`src/rtl/prsq_pkg.sv`:
```
// Shared types, codes and sizes for the per-receiver send queues.
package prsq_pkg;

    localparam int NUM_QUEUES  = 64;
    localparam int QUEUE_DEPTH = 16;

    localparam int ID_W   = 6;
    localparam int QID_W  = 6;
    localparam int CMD_W  = 2;
    localparam int STAT_W = 2;
    localparam int Q_W    = $clog2(NUM_QUEUES);
    localparam int S_W    = $clog2(QUEUE_DEPTH);
    localparam int E_W    = $clog2(NUM_QUEUES * QUEUE_DEPTH);
    localparam int PTR_W  = 2 * S_W;

    localparam logic [CMD_W-1:0] CMD_PUSH  = 2'd0;
    localparam logic [CMD_W-1:0] CMD_POP   = 2'd1;
    localparam logic [CMD_W-1:0] CMD_QUERY = 2'd2;

    localparam logic [STAT_W-1:0] STAT_DONE  = 2'd0;
    localparam logic [STAT_W-1:0] STAT_FULL  = 2'd1;
    localparam logic [STAT_W-1:0] STAT_EMPTY = 2'd2;

    typedef struct packed {
        logic [CMD_W-1:0] command;
        logic [QID_W-1:0] queue_id;
        logic [ID_W-1:0]  sender_id;
    } item_t;

    typedef struct packed {
        logic [ID_W-1:0]   popped_id;
        logic [STAT_W-1:0] status;
        logic              queue_empty;
    } result_t;

    typedef struct packed {
        logic capture;
        logic evaluate;
        logic load_pop;
    } dp_cmd_t;

    typedef struct packed {
        logic pop_hit;
    } dp_stat_t;

    typedef enum logic [3:0] {
        S_IDLE   = 4'b0001,
        S_LOOKUP = 4'b0010,
        S_FETCH  = 4'b0100,
        S_REPLY  = 4'b1000
    } state_t;

endpackage

```
`src/rtl/prsq_ctrl.sv`:
```
// Controller state machine that sequences one item through lookup, fetch (for a successful pop) and reply.
module prsq_ctrl (
    input  logic               clk,
    input  logic               rst_n,
    input  logic               start,
    input  prsq_pkg::dp_stat_t dp_stat,
    output prsq_pkg::dp_cmd_t  dp_cmd,
    output logic               busy,
    output logic               done
);
    import prsq_pkg::*;

    state_t state_reg;
    state_t state_next;

    always_ff @(posedge clk or negedge rst_n)
    begin
        if (!rst_n)
        begin
            state_reg <= S_IDLE;
        end
        else
        begin
            state_reg <= state_next;
        end
    end

    always_comb
    begin
        state_next = state_reg;
        unique case (state_reg)
            S_IDLE:
            begin
                if (start)
                begin
                    state_next = S_LOOKUP;
                end
            end
            S_LOOKUP:
            begin
                state_next = dp_stat.pop_hit ? S_FETCH : S_REPLY;
            end
            S_FETCH:  state_next = S_REPLY;
            S_REPLY:  state_next = S_IDLE;
            default:  state_next = S_IDLE;
        endcase
    end

    assign busy             = (state_reg != S_IDLE);
    assign done             = (state_reg == S_REPLY);
    assign dp_cmd.capture   = (state_reg == S_IDLE) && start;
    assign dp_cmd.evaluate  = (state_reg == S_LOOKUP);
    assign dp_cmd.load_pop  = (state_reg == S_FETCH);

endmodule

```
`config.mk`:
```
export PLATFORM = sky130hd
export DESIGN_NAME = prsq_ctrl
export DESIGN_NICKNAME = d
export VERILOG_FILES = /design/src/rtl/prsq_pkg.sv /design/src/rtl/prsq_ctrl.sv
export SDC_FILE = /design/constraint.sdc
export NUM_CORES = 1
export LEC_CHECK = 0
export ABC_CLOCK_PERIOD_IN_PS = 1300
export BUFFER_PORTS_ARGS = -buffer_cell sky130_fd_sc_hd__buf_4
export CAP_MARGIN = 25
export CORE_AREA = 2 2 39 41
export CTS_BUF_LIST = sky130_fd_sc_hd__clkbuf_8 sky130_fd_sc_hd__clkbuf_16
export DETAILED_ROUTE_END_ITERATION = 7
export DIE_AREA = 0 0 41 43
export GPL_TIMING_DRIVEN = 1
export PLACE_DENSITY_LB_ADDON = 0.05
export SYNTH_ARGS = -nofsm -noshare
export SYNTH_HDL_FRONTEND = slang
export SYNTH_SLANG_ARGS = --single-unit
```
`constraint.sdc`:
```
create_clock -name clk -period 1.3 [get_ports clk]
set_clock_uncertainty 0.1 [all_clocks]
set_input_delay 0.195 -clock clk [delete_from_list [all_inputs] [get_ports clk]]
set_output_delay 0.195 -clock clk [all_outputs]
set_load 0.005 [all_outputs]
```
==> results of run 1 <==
==> power by group through the flow <==
stage / Sequential [W] / Combinational, W / Clock [W]
final: 0.000195 / 0.000573 / 0.000269
after global routing: 0.000201 / 0.000609 / 0.000285
after CTS: 0.000196 / 0.000466 / 0.000276
after detailed placement: 0.000193 / 0.000315 / 0
after global placement: 0.000194 / 0.000308 / 0
after floorplan: 0.000217 / 0.000128 / 0
==> cells by family (layout without fill, tap and decap cells) <==
group / count (synthesis) / count (layout)
AOI/OAI and AO/OA: 3 / 3
buffers and inverters: 2 / 23
DFF: 4 / 4
and+or+nand+nor: 11 / 11
==> critical path, stage by stage, from the launching register on <==
cell     delay, ns
dfstp_2       0.51
or4b_4        0.47
nor2_2        0.09
buf_4         0.11
==> metal layers <==
layer / global-route usage / up-vias
met4: 0.120 / 0
met1: 0.111 / 113
met2: 0.125 / 10
met3: 0.0314 / 4
li1: - / 114
met5: 0 / -
==> worst min-delay path by stage <==
stage | endpoint | slack, ns | cells past startpoint
after floorplan | state_reg[1]$_DFFE_PN0P_ | -0.20 | 0
after global placement | state_reg[1]$_DFFE_PN0P_ | -0.11 | 1
after detailed placement | state_reg[1]$_DFFE_PN0P_ | -0.11 | 1
after CTS | state_reg[2]$_DFFE_PN0P_ | 0.11 | 2
after global routing | state_reg[2]$_DFFE_PN0P_ | 0.12 | 2
final | state_reg[2]$_DFFE_PN0P_ | 0.11 | 2
==> what timing repair did <==
| item | in CTS | in global routing |
|---|---|---|
| endpoints found under the hold margin | 4 | 0 |
| pin swaps | 0 | 1 |
| hold buffers | 1 | 0 |
| setup endpoints to repair | 7 | 8 |
| gates cloned | 0 | 0 |
| setup buffers | 1 | 3 |
| gates resized for setup | 14 | 3 |
==> cell usage in the layout (no fill, tap or decap) <==
cell and count:
o311ai_4 1, buf_6 4, inv_2 1, dfstp_2 1, or3b_4 1, dlygate4sd3_1 1, inv_1 2, nor3_2 1
nor2_2 2, dfrtp_1 3, clkbuf_8 3, nor4b_4 1, o21ai_0 1, nand2b_4 1, and2_1 1, buf_4 12
a211oi_2 1, and2b_2 1, and3b_2 1, or4b_4 1, nor4_4 1
==> area by class of cell <==
class / instances / share of cell area
Inverter: 2 / 0.0152
Sequential cell: 4 / 0.205
Tap cell: 16 / 0.0405
Multi-Input combinational cell: 14 / 0.354
Clock buffer: 3 / 0.0835
Timing Repair Buffer: 17 / 0.294
Clock inverter: 1 / 0.00759
==> metrics by stage <==
step	total power, W	worst slack (ns)	TNS (ns)	hold WS [ns]	cells
2_1_floorplan	0.000345	-0.134	-0.161	-0.201	20
3_3_place_gp	0.000502	-0.167	-0.467	-0.106	48
3_5_place_dp	0.000508	-0.177	-0.484	-0.106	48
4_1_cts	0.000939	-0.404	-1.35	0.106	54
5_1_grt	0.00110	-0.435	-1.88	0.116	57
6_report	0.00104	-0.392	-1.56	0.113	57
==> run_results.csv, run 1 <==
group,metric,value,unit
status,status,"complete, but fails checks",
status,violations,"negative setup slack",
placement,place_area,324,um2
floorplan,die_area,0.00176,mm2
clocking,h-tree-depth,1,
worst_setup_path,r2r-start,"state_reg[0]$_DFFE_PN1P_",
cells_and_area,nets,46,
yosys,synth_top_family_by_area,"simple AND/OR/NAND/NOR gates",
yosys,synth_top_cell_by_area,"dfrtp_1",
worst_setup_path,crit_fanout,3,
timing,setup_viol,8,
yosys,synthXorXnorAreaFrac,0,
yosys,syn-num-nets,24,
grt,antenna_found_initial,0,
floorplan,die_y,43,um
yosys,synth_cell_types,16,
worst_setup_path,rr_endpoint,"state_reg[1]$_DFFE_PN0P_",
routing,wl_per_cell,12.1,um
cells_and_area,seqCellArea,101,um2
pwr,comb_power_share,0.552,
grt,grtUsageTotal,0.0989,
worst_setup_path,rrSetupSlack,-0.08,ns
pwr,p_sw_frac,0.307,
cells_and_area,fill_cells,143,
yosys,synth.top_cells.by_count,"dfrtp_1 (3), inv_1 (2), nor2_1 (2)",
hold_path,hold_path.class,"input port to flip-flop",
cells_and_area,multi_input_comb_area,175,um2
clocking,cts_tree,"done",
timing,setup_slack,-0.392,ns
cells_and_area,layout-drive-gt1-share,0.805,
worst_setup_path,critPathLaunchType,"flip-flop",
hold_path,hp-start,"dp_stat",
yosys,synth_cells,20,
worst_setup_path,crit_type,"flip-flop to output port",
floorplan,io_pins,9,
grt,grt_max_degree,8,
pwr,pwr_density_cell,2100,mW/mm2
clocking,clk_pin_slew,0.03,ns
yosys,yosys_warnings,0,
routing,dr_wl_met3,40,um
yosys,synth_ff_type,"dfrtp_1",
yosys,synth_most_common_cell,"dfrtp_1",
yosys,muxShareOfSynthArea,0,
pwr,clkPwrFrac,0.260,
clocking,cts-buffers-inserted,3,
pwr,p_switching,0.000318,W
timing,fin_crit_sh,1.30,
grt,grt_pass1_vias,256,
timing,period_minus_slack,1.69,ns
cells_and_area,antenna_cells,0,
pwr,leakagePower,0.221,nW
yosys,synth_fa_ha_area_frac,0,
yosys,avgSynthCellArea,10.6,um2
worst_setup_path,crit_path_end_kind,"output port",
yosys,synth_seq_cells,4,
yosys,netlist_area,211,um2
cells_and_area,synthToLayoutAreaGrowth,134,%
worst_setup_path,crit_end,"dp_cmd[2]",
cells_and_area,finish.utilization,0.357,
placement,gp_congestion,0.611,
grt,grt_pass1_wl,1080,um
timing,tightestPinTransition,0.306,ns
clocking,clockRootBuffer,"clkbuf_8",
clocking,cts.sinks,4,
timing,slew-limit-headroom,0.794,
worst_setup_path,cp-startpoint,"state_reg[0]$_DFFE_PN1P_",
floorplan,num_rows,14,
floorplan,die_x,41,um
timing,clock.fmax,591,MHz
yosys,yosys-top-cells-area,"dfrtp_1 (36%), dfstp_2 (12%), or4b_4 (6.5%), and3b_2 (4.7%), and2b_2 (4.1%)",
grt,grt.overflow.total,0,
routing,vias,241,
pwr,p_int,0.000719,W
placement,dpl.hpwl,432,um
yosys,synth_compound_area_frac,0.101,
routing,drtIter0Drc,0,
yosys,synth-seq-area-share,0.479,
clocking,insertion_delay,0.22,ns
cells_and_area,fin_area,494,um2
job,drv_cap,0,
worst_setup_path,r2r_cells,3,
worst_setup_path,crit_required,1.00,ns
routing,drc_errors,0,
routing,routed_wl,690,um
routing,first_pass_iters,1,
yosys,yosysTopAreaCellShare,0.355,
timing,report.final.hold_viol_count,0,
routing,vias_per_cell,4.23,
worst_setup_path,critical_path_arrival,1.40,ns
floorplan,start_util,0.153,
clocking,clock_path_buffers,2,
yosys,async_flop_share,1.00,
timing,rsz0062_at_grt,"yes",
pwr,seqPwrFrac,0.188,
routing,wl_met1,274,um
routing,top_layer_used,"met4",
yosys,synthSimpleGateAreaFrac,0.385,
timing,maxSlewViolCount,0,
placement,io_buffers,8,
routing,dr_wl_met2,349,um
pwr,ir_drop,716,uV
floorplan,core_area,0.00138,mm2
yosys,synth-edff-count,0,
cells_and_area,largest_reg_flops,4,
routing,ant_nets,0,
No activity file was read; power rests on OpenSTA's default activity.
==> run 2, diff against run 1 <==
Settings changed: PLACE_DENSITY_LB_ADDON 0.05 to not set.
==> run 2 against run 1 <==
Compared with the run above:
- the run still ends with negative setup slack left
- via count down 1.2%
- flip-flop and latch count stayed put
- non-clock buffer count shrank 1
- combinational power fell by 6.6%
- global-route usage is 0.53 points lower
- critical path depth unchanged
- largest cell class unchanged
==> run_results.csv, run 2 (synthesized netlist as in run 1, its figures left out) <==
group,metric,value,unit
job,drv_cap,0,
floorplan,die_area,0.00176,mm2
grt,grt.overflow.total,0,
placement,place_inst,48,
worst_setup_path,crit_required,1.00,ns
placement,io_buffers,8,
routing,wl_per_cell,11.4,um
timing,tightestPinTransition,0.224,ns
grt,grtUsageTotal,0.0936,
routing,drtIter0Drc,2,
clocking,cts_tree,"done",
cells_and_area,final_common_cell,"buf_4",
grt,grt_max_degree,8,
cells_and_area,layout-drive-gt1-share,0.750,
timing,clock.fmax,593,MHz
floorplan,num_rows,14,
worst_setup_path,crit_type,"flip-flop to output port",
timing,maxSlewViolCount,0,
clocking,cts-buffers-inserted,3,
grt,antenna_found_initial,0,
pwr,leakagePower,0.213,nW
timing,fin_crit_sh,1.30,
hold_path,whs_path_depth,2,
pwr,p_switching,0.000306,W
clocking,clk_pin_slew,0.03,ns
clocking,clock_path_buffers,2,
timing,setup_slack,-0.387,ns
cells_and_area,finish.utilization,0.350,
timing,rsz0062_at_grt,"yes",
cells_and_area,nets,45,
pwr,ir_drop,537,uV
hold_path,hold_path.class,"input port to flip-flop",
floorplan,io_pins,9,
routing,ant_nets,0,
status,status,"complete, but fails checks",
routing,drc_errors,0,
status,violations,"negative setup slack",
pwr,p_int,0.000694,W
timing,slew-limit-headroom,0.849,
timing,setup_viol,7,
worst_setup_path,critical_path_arrival,1.39,ns
floorplan,start_util,0.153,
timing,report.final.hold_viol_count,0,
routing,routed_wl,636,um
worst_setup_path,crit_fanout,3,
clocking,clockRootBuffer,"clkbuf_8",
worst_setup_path,critPathLaunchType,"flip-flop",
placement,place_area,324,um2
clocking,cts.sinks,4,
cells_and_area,antenna_cells,0,
grt,grt_pass1_vias,251,
placement,gp_congestion,0.747,
cells_and_area,largest_reg_flops,4,
timing,tns,-1.37,ns
cells_and_area,fin_cells,56,
clocking,h-tree-depth,1,
pwr,seqPwrFrac,0.194,
pwr,pwr_density_cell,2070,mW/mm2
placement,dpl.hpwl,389,um
clocking,insertion_delay,0.22,ns
routing,vias,238,
timing,period_minus_slack,1.69,ns
pwr,comb_power_share,0.535,
placement,place_ws,-0.165,ns
cells_and_area,synthToLayoutAreaGrowth,129,%
grt,grt_pass1_wl,1010,um
routing,first_pass_iters,4,
cells_and_area,fin_area,484,um2
worst_setup_path,r2r_cells,4,
floorplan,die_y,43,um
worst_setup_path,crit_path_end_kind,"output port",
floorplan,core_area,0.00138,mm2
pwr,p_sw_frac,0.306,
routing,vias_per_cell,4.25,
pwr,clkPwrFrac,0.270,
cells_and_area,most-common-layout-cells,"buf_4 (11), inv_1 (3), clkbuf_8 (3), buf_6 (3), dfrtp_1 (3)",
floorplan,die_x,41,um
## run 2: final cells by class
class / count / area (um2)
fill: 149 / 900
clock inverter: 1 / 3.75
multi-input combinational: 14 / 169
timing repair buffer: 16 / 141
tap: 16 / 20.0
clock buffer: 3 / 41.3
sequential: 4 / 101
inverter: 2 / 7.51
## run 2: final timing paths
path | startpoint | slack, ns | endpoint
worst max-delay path | state_reg[0]$_DFFE_PN1P_ | -0.39 | dp_cmd[2]
worst max register to register | state_reg[0]$_DFFE_PN1P_ | -0.12 | state_reg[0]$_DFFE_PN1P_
max in group asynchronous | rst_n | 0.70 | state_reg[0]$_DFFE_PN1P_
worst min register to register | state_reg[3]$_DFFE_PN0P_ | 0.48 | state_reg[3]$_DFFE_PN0P_
min in group asynchronous | rst_n | 0.21 | state_reg[3]$_DFFE_PN0P_
worst min-delay path | dp_stat | 0.11 | state_reg[2]$_DFFE_PN0P_
## run 2: per-stage QoR
stage          power (W)  hold WS [ns]
5_1_grt          0.00106         0.113
4_1_cts         0.000883         0.110
3_3_place_gp    0.000498        -0.109
6_report         0.00100         0.112
2_1_floorplan   0.000345        -0.201
3_5_place_dp    0.000503        -0.109
## run 2: repair_timing
action	4_1_cts	5_1_grt
hold endpoints to repair	4	0
gates resized for setup	11	7
setup buffers	1	5
gates cloned	0	0
pin swaps	2	2
hold buffers	1	0
endpoints found under the setup margin	7	8
## run 2: per-layer routing
| layer | GRT usage | up-vias | routed length [um] |
|---|---|---|---|
| met4 | 0.100 | 0 | 21 |
| met5 | 0 | - | 0 |
| li1 | - | 113 | - |
| met1 | 0.110 | 114 | 275 |
| met3 | 0.0314 | 2 | 29 |
| met2 | 0.119 | 9 | 309 |
## run 2: power groups by stage
stage,Clock (W),Combinational [W],Sequential (W)
finish,0.000271,0.000535,0.000194
global route,0.000286,0.000575,0.000198
CTS,0.000278,0.000410,0.000195
detailed placement,0,0.000311,0.000192
global placement,0,0.000306,0.000191
floorplan,0,0.000128,0.000217
## run 2: worst max-delay path, cell delays in order (launching register included)
cell     delay, ns
dfstp_2       0.51
or4b_4        0.47
nor2_2        0.09
buf_4         0.11
==> run 3, diff against run 2 <==
==> constraint.sdc (replaced) <==
create_clock -name clk -period 1.3 [get_ports clk]
set_clock_uncertainty 0.1 [all_clocks]
set_input_delay 0.26 -clock clk [delete_from_list [all_inputs] [get_ports clk]]
set_output_delay 0.26 -clock clk [all_outputs]
set_load 0.005 [all_outputs]
==> run 3 against run 2 <==
Compared with the run above:
- the run still ends with negative setup slack left
- sequential share of layout area is 0.11 points higher
- core utilization is 0.18 points lower
- clock power is 1% lower
- hold slack better by 0.065 ns
- clock-buffer cell count stayed put
- highest routed layer is now met3
- non-clock buffer count is 1 higher
- design area is 0.52% lower
- sequential power hardly changed
- combinational power is 2% lower
- register-to-register slack hardly changed
- die area stayed put
==> run_results.csv, run 3 (synthesized netlist as in run 1, its figures left out) <==
group,metric,value,unit
status,status,"complete, but fails checks",
status,violations,"negative setup slack",
worst_setup_path,critPathLaunchType,"flip-flop",
timing,clock.fmax,572,MHz
cells_and_area,largest_reg_flops,4,
cells_and_area,most-common-layout-cells,"buf_4 (13), clkbuf_8 (3), dfrtp_1 (3)",
timing,setup_slack,-0.447,ns
job,drv_cap,0,
timing,report.final.hold_viol_count,0,
worst_setup_path,r2r-start,"state_reg[0]$_DFFE_PN1P_",
cells_and_area,antenna_cells,0,
routing,vias,235,
grt,grt_pass1_vias,232,
clocking,insertion_delay,0.22,ns
timing,maxSlewViolCount,0,
floorplan,die_x,41,um
worst_setup_path,rr_endpoint,"state_reg[0]$_DFFE_PN1P_",
cells_and_area,nets,46,
cells_and_area,synthToLayoutAreaGrowth,128,%
timing,whs,0.177,ns
routing,routed_wl,650,um
floorplan,die_y,43,um
clocking,cts.sinks,4,
worst_setup_path,rrSetupSlack,-0.11,ns
timing,tightestPinTransition,0.229,ns
routing,drtIter0Drc,2,
grt,grt.overflow.total,0,
floorplan,start_util,0.153,
grt,grtUsageTotal,0.0814,
timing,slew-limit-headroom,0.847,
hold_path,hp-start,"dp_stat",
pwr,leakagePower,0.219,nW
grt,antenna_found_initial,0,
clocking,cts-buffers-inserted,3,
clocking,clk_pin_slew,0.04,ns
clocking,clockRootBuffer,"clkbuf_8",
cells_and_area,seqCellArea,101,um2
cells_and_area,layout-drive-gt1-share,0.780,
hold_path,min_to,"state_reg[2]$_DFFE_PN0P_",
timing,fin_crit_sh,1.34,
worst_setup_path,critical_path_arrival,1.39,ns
worst_setup_path,crit_fanout,3,
pwr,ir_drop,656,uV
routing,ant_nets,0,
clocking,clock_path_buffers,2,
routing,drc_errors,0,
hold_path,whs_path_depth,2,
cells_and_area,fill_cells,149,
placement,io_buffers,8,
routing,first_pass_iters,4,
worst_setup_path,r2r_cells,4,
clocking,cts_tree,"done",
worst_setup_path,cp-startpoint,"state_reg[0]$_DFFE_PN1P_",
floorplan,num_rows,14,
grt,grt_pass1_wl,938,um
routing,vias_per_cell,4.12,
timing,rsz0062_at_grt,"yes",
timing,period_minus_slack,1.75,ns
worst_setup_path,crit_path_end_kind,"output port",
timing,setup_viol,7,
cells_and_area,multi_input_comb_area,163,um2
pwr,finalPower,0.000986,W
floorplan,core_area,0.00138,mm2
pwr,pwr_density_cell,2050,mW/mm2
routing,wl_per_cell,11.4,um
cells_and_area,final_common_cell,"buf_4",
floorplan,die_area,0.00176,mm2
hold_path,hold_path.class,"input port to flip-flop",
timing,tns,-1.73,ns
worst_setup_path,crit_required,0.94,ns
worst_setup_path,crit_type,"flip-flop to output port",
floorplan,io_pins,9,
clocking,h-tree-depth,1,
grt,grt_max_degree,8,
placement,gp_congestion,0.751,
-- run 3: where the power goes --
group | switching, W | total, W | internal [W] | leakage [nW]
logic | 0.000208 | 0.000526 | 0.000318 | 0.141
clock network | 0.0000660 | 0.000267 | 0.000201 | 0.0269
registers | 0.0000198 | 0.000192 | 0.000173 | 0.0512
total | 0.000294 | 0.000986 | 0.000692 | 0.219
-- run 3: how the worst max path moves through the flow --
| stage | slack (ns) | endpoint |
|---|---|---|
| after global placement | -0.23 | dp_cmd[2] |
| final | -0.45 | dp_cmd[2] |
| after CTS | -0.46 | dp_cmd[2] |
| after global routing | -0.50 | dp_cmd[2] |
| after detailed placement | -0.23 | dp_cmd[2] |
| after floorplan | -0.20 | dp_cmd[2] |
-- run 3: worst max-delay path, stage by stage (launching register included) --
cell and delay (ns):
dfstp_2 0.51, or4b_4 0.47, nor2_2 0.09, buf_4 0.11
-- run 3: repair_timing --
action	CTS	global route
hold endpoints to repair	4	0
hold buffers	1	0
pin swaps	2	3
resized for setup	11	6
setup buffers	0	5
endpoints found under the setup margin	7	7
-- run 3: through the flow --
step                setup WS [ns]  utilization  instance area, um2  std cells
floorplan                  -0.199            -                 214         20
finish                     -0.447        0.348                 482         57
global route               -0.498        0.348                 482         57
detailed placement         -0.232        0.240                 332         49
global placement           -0.227        0.240                 332         49
CTS                        -0.459        0.321                 444         54
-- run 3: layer usage --
layer / GRT usage / routed length [um] / vias up
met3: 0.0471 / 49 / 0
met5: 0 / 0 / -
met2: 0.113 / 314 / 11
li1: - / - / 114
met4: 0.0400 / 0 / 0
met1: 0.0968 / 286 / 110
-- run 3: layout make-up --
cell class                 count  share of cell area
multi-input combinational     14               0.338
clock buffer                   3              0.0857
sequential                     4               0.210
tap                           16              0.0416
timing repair buffer          17               0.301
inverter                       2              0.0156
clock inverter                 1             0.00779
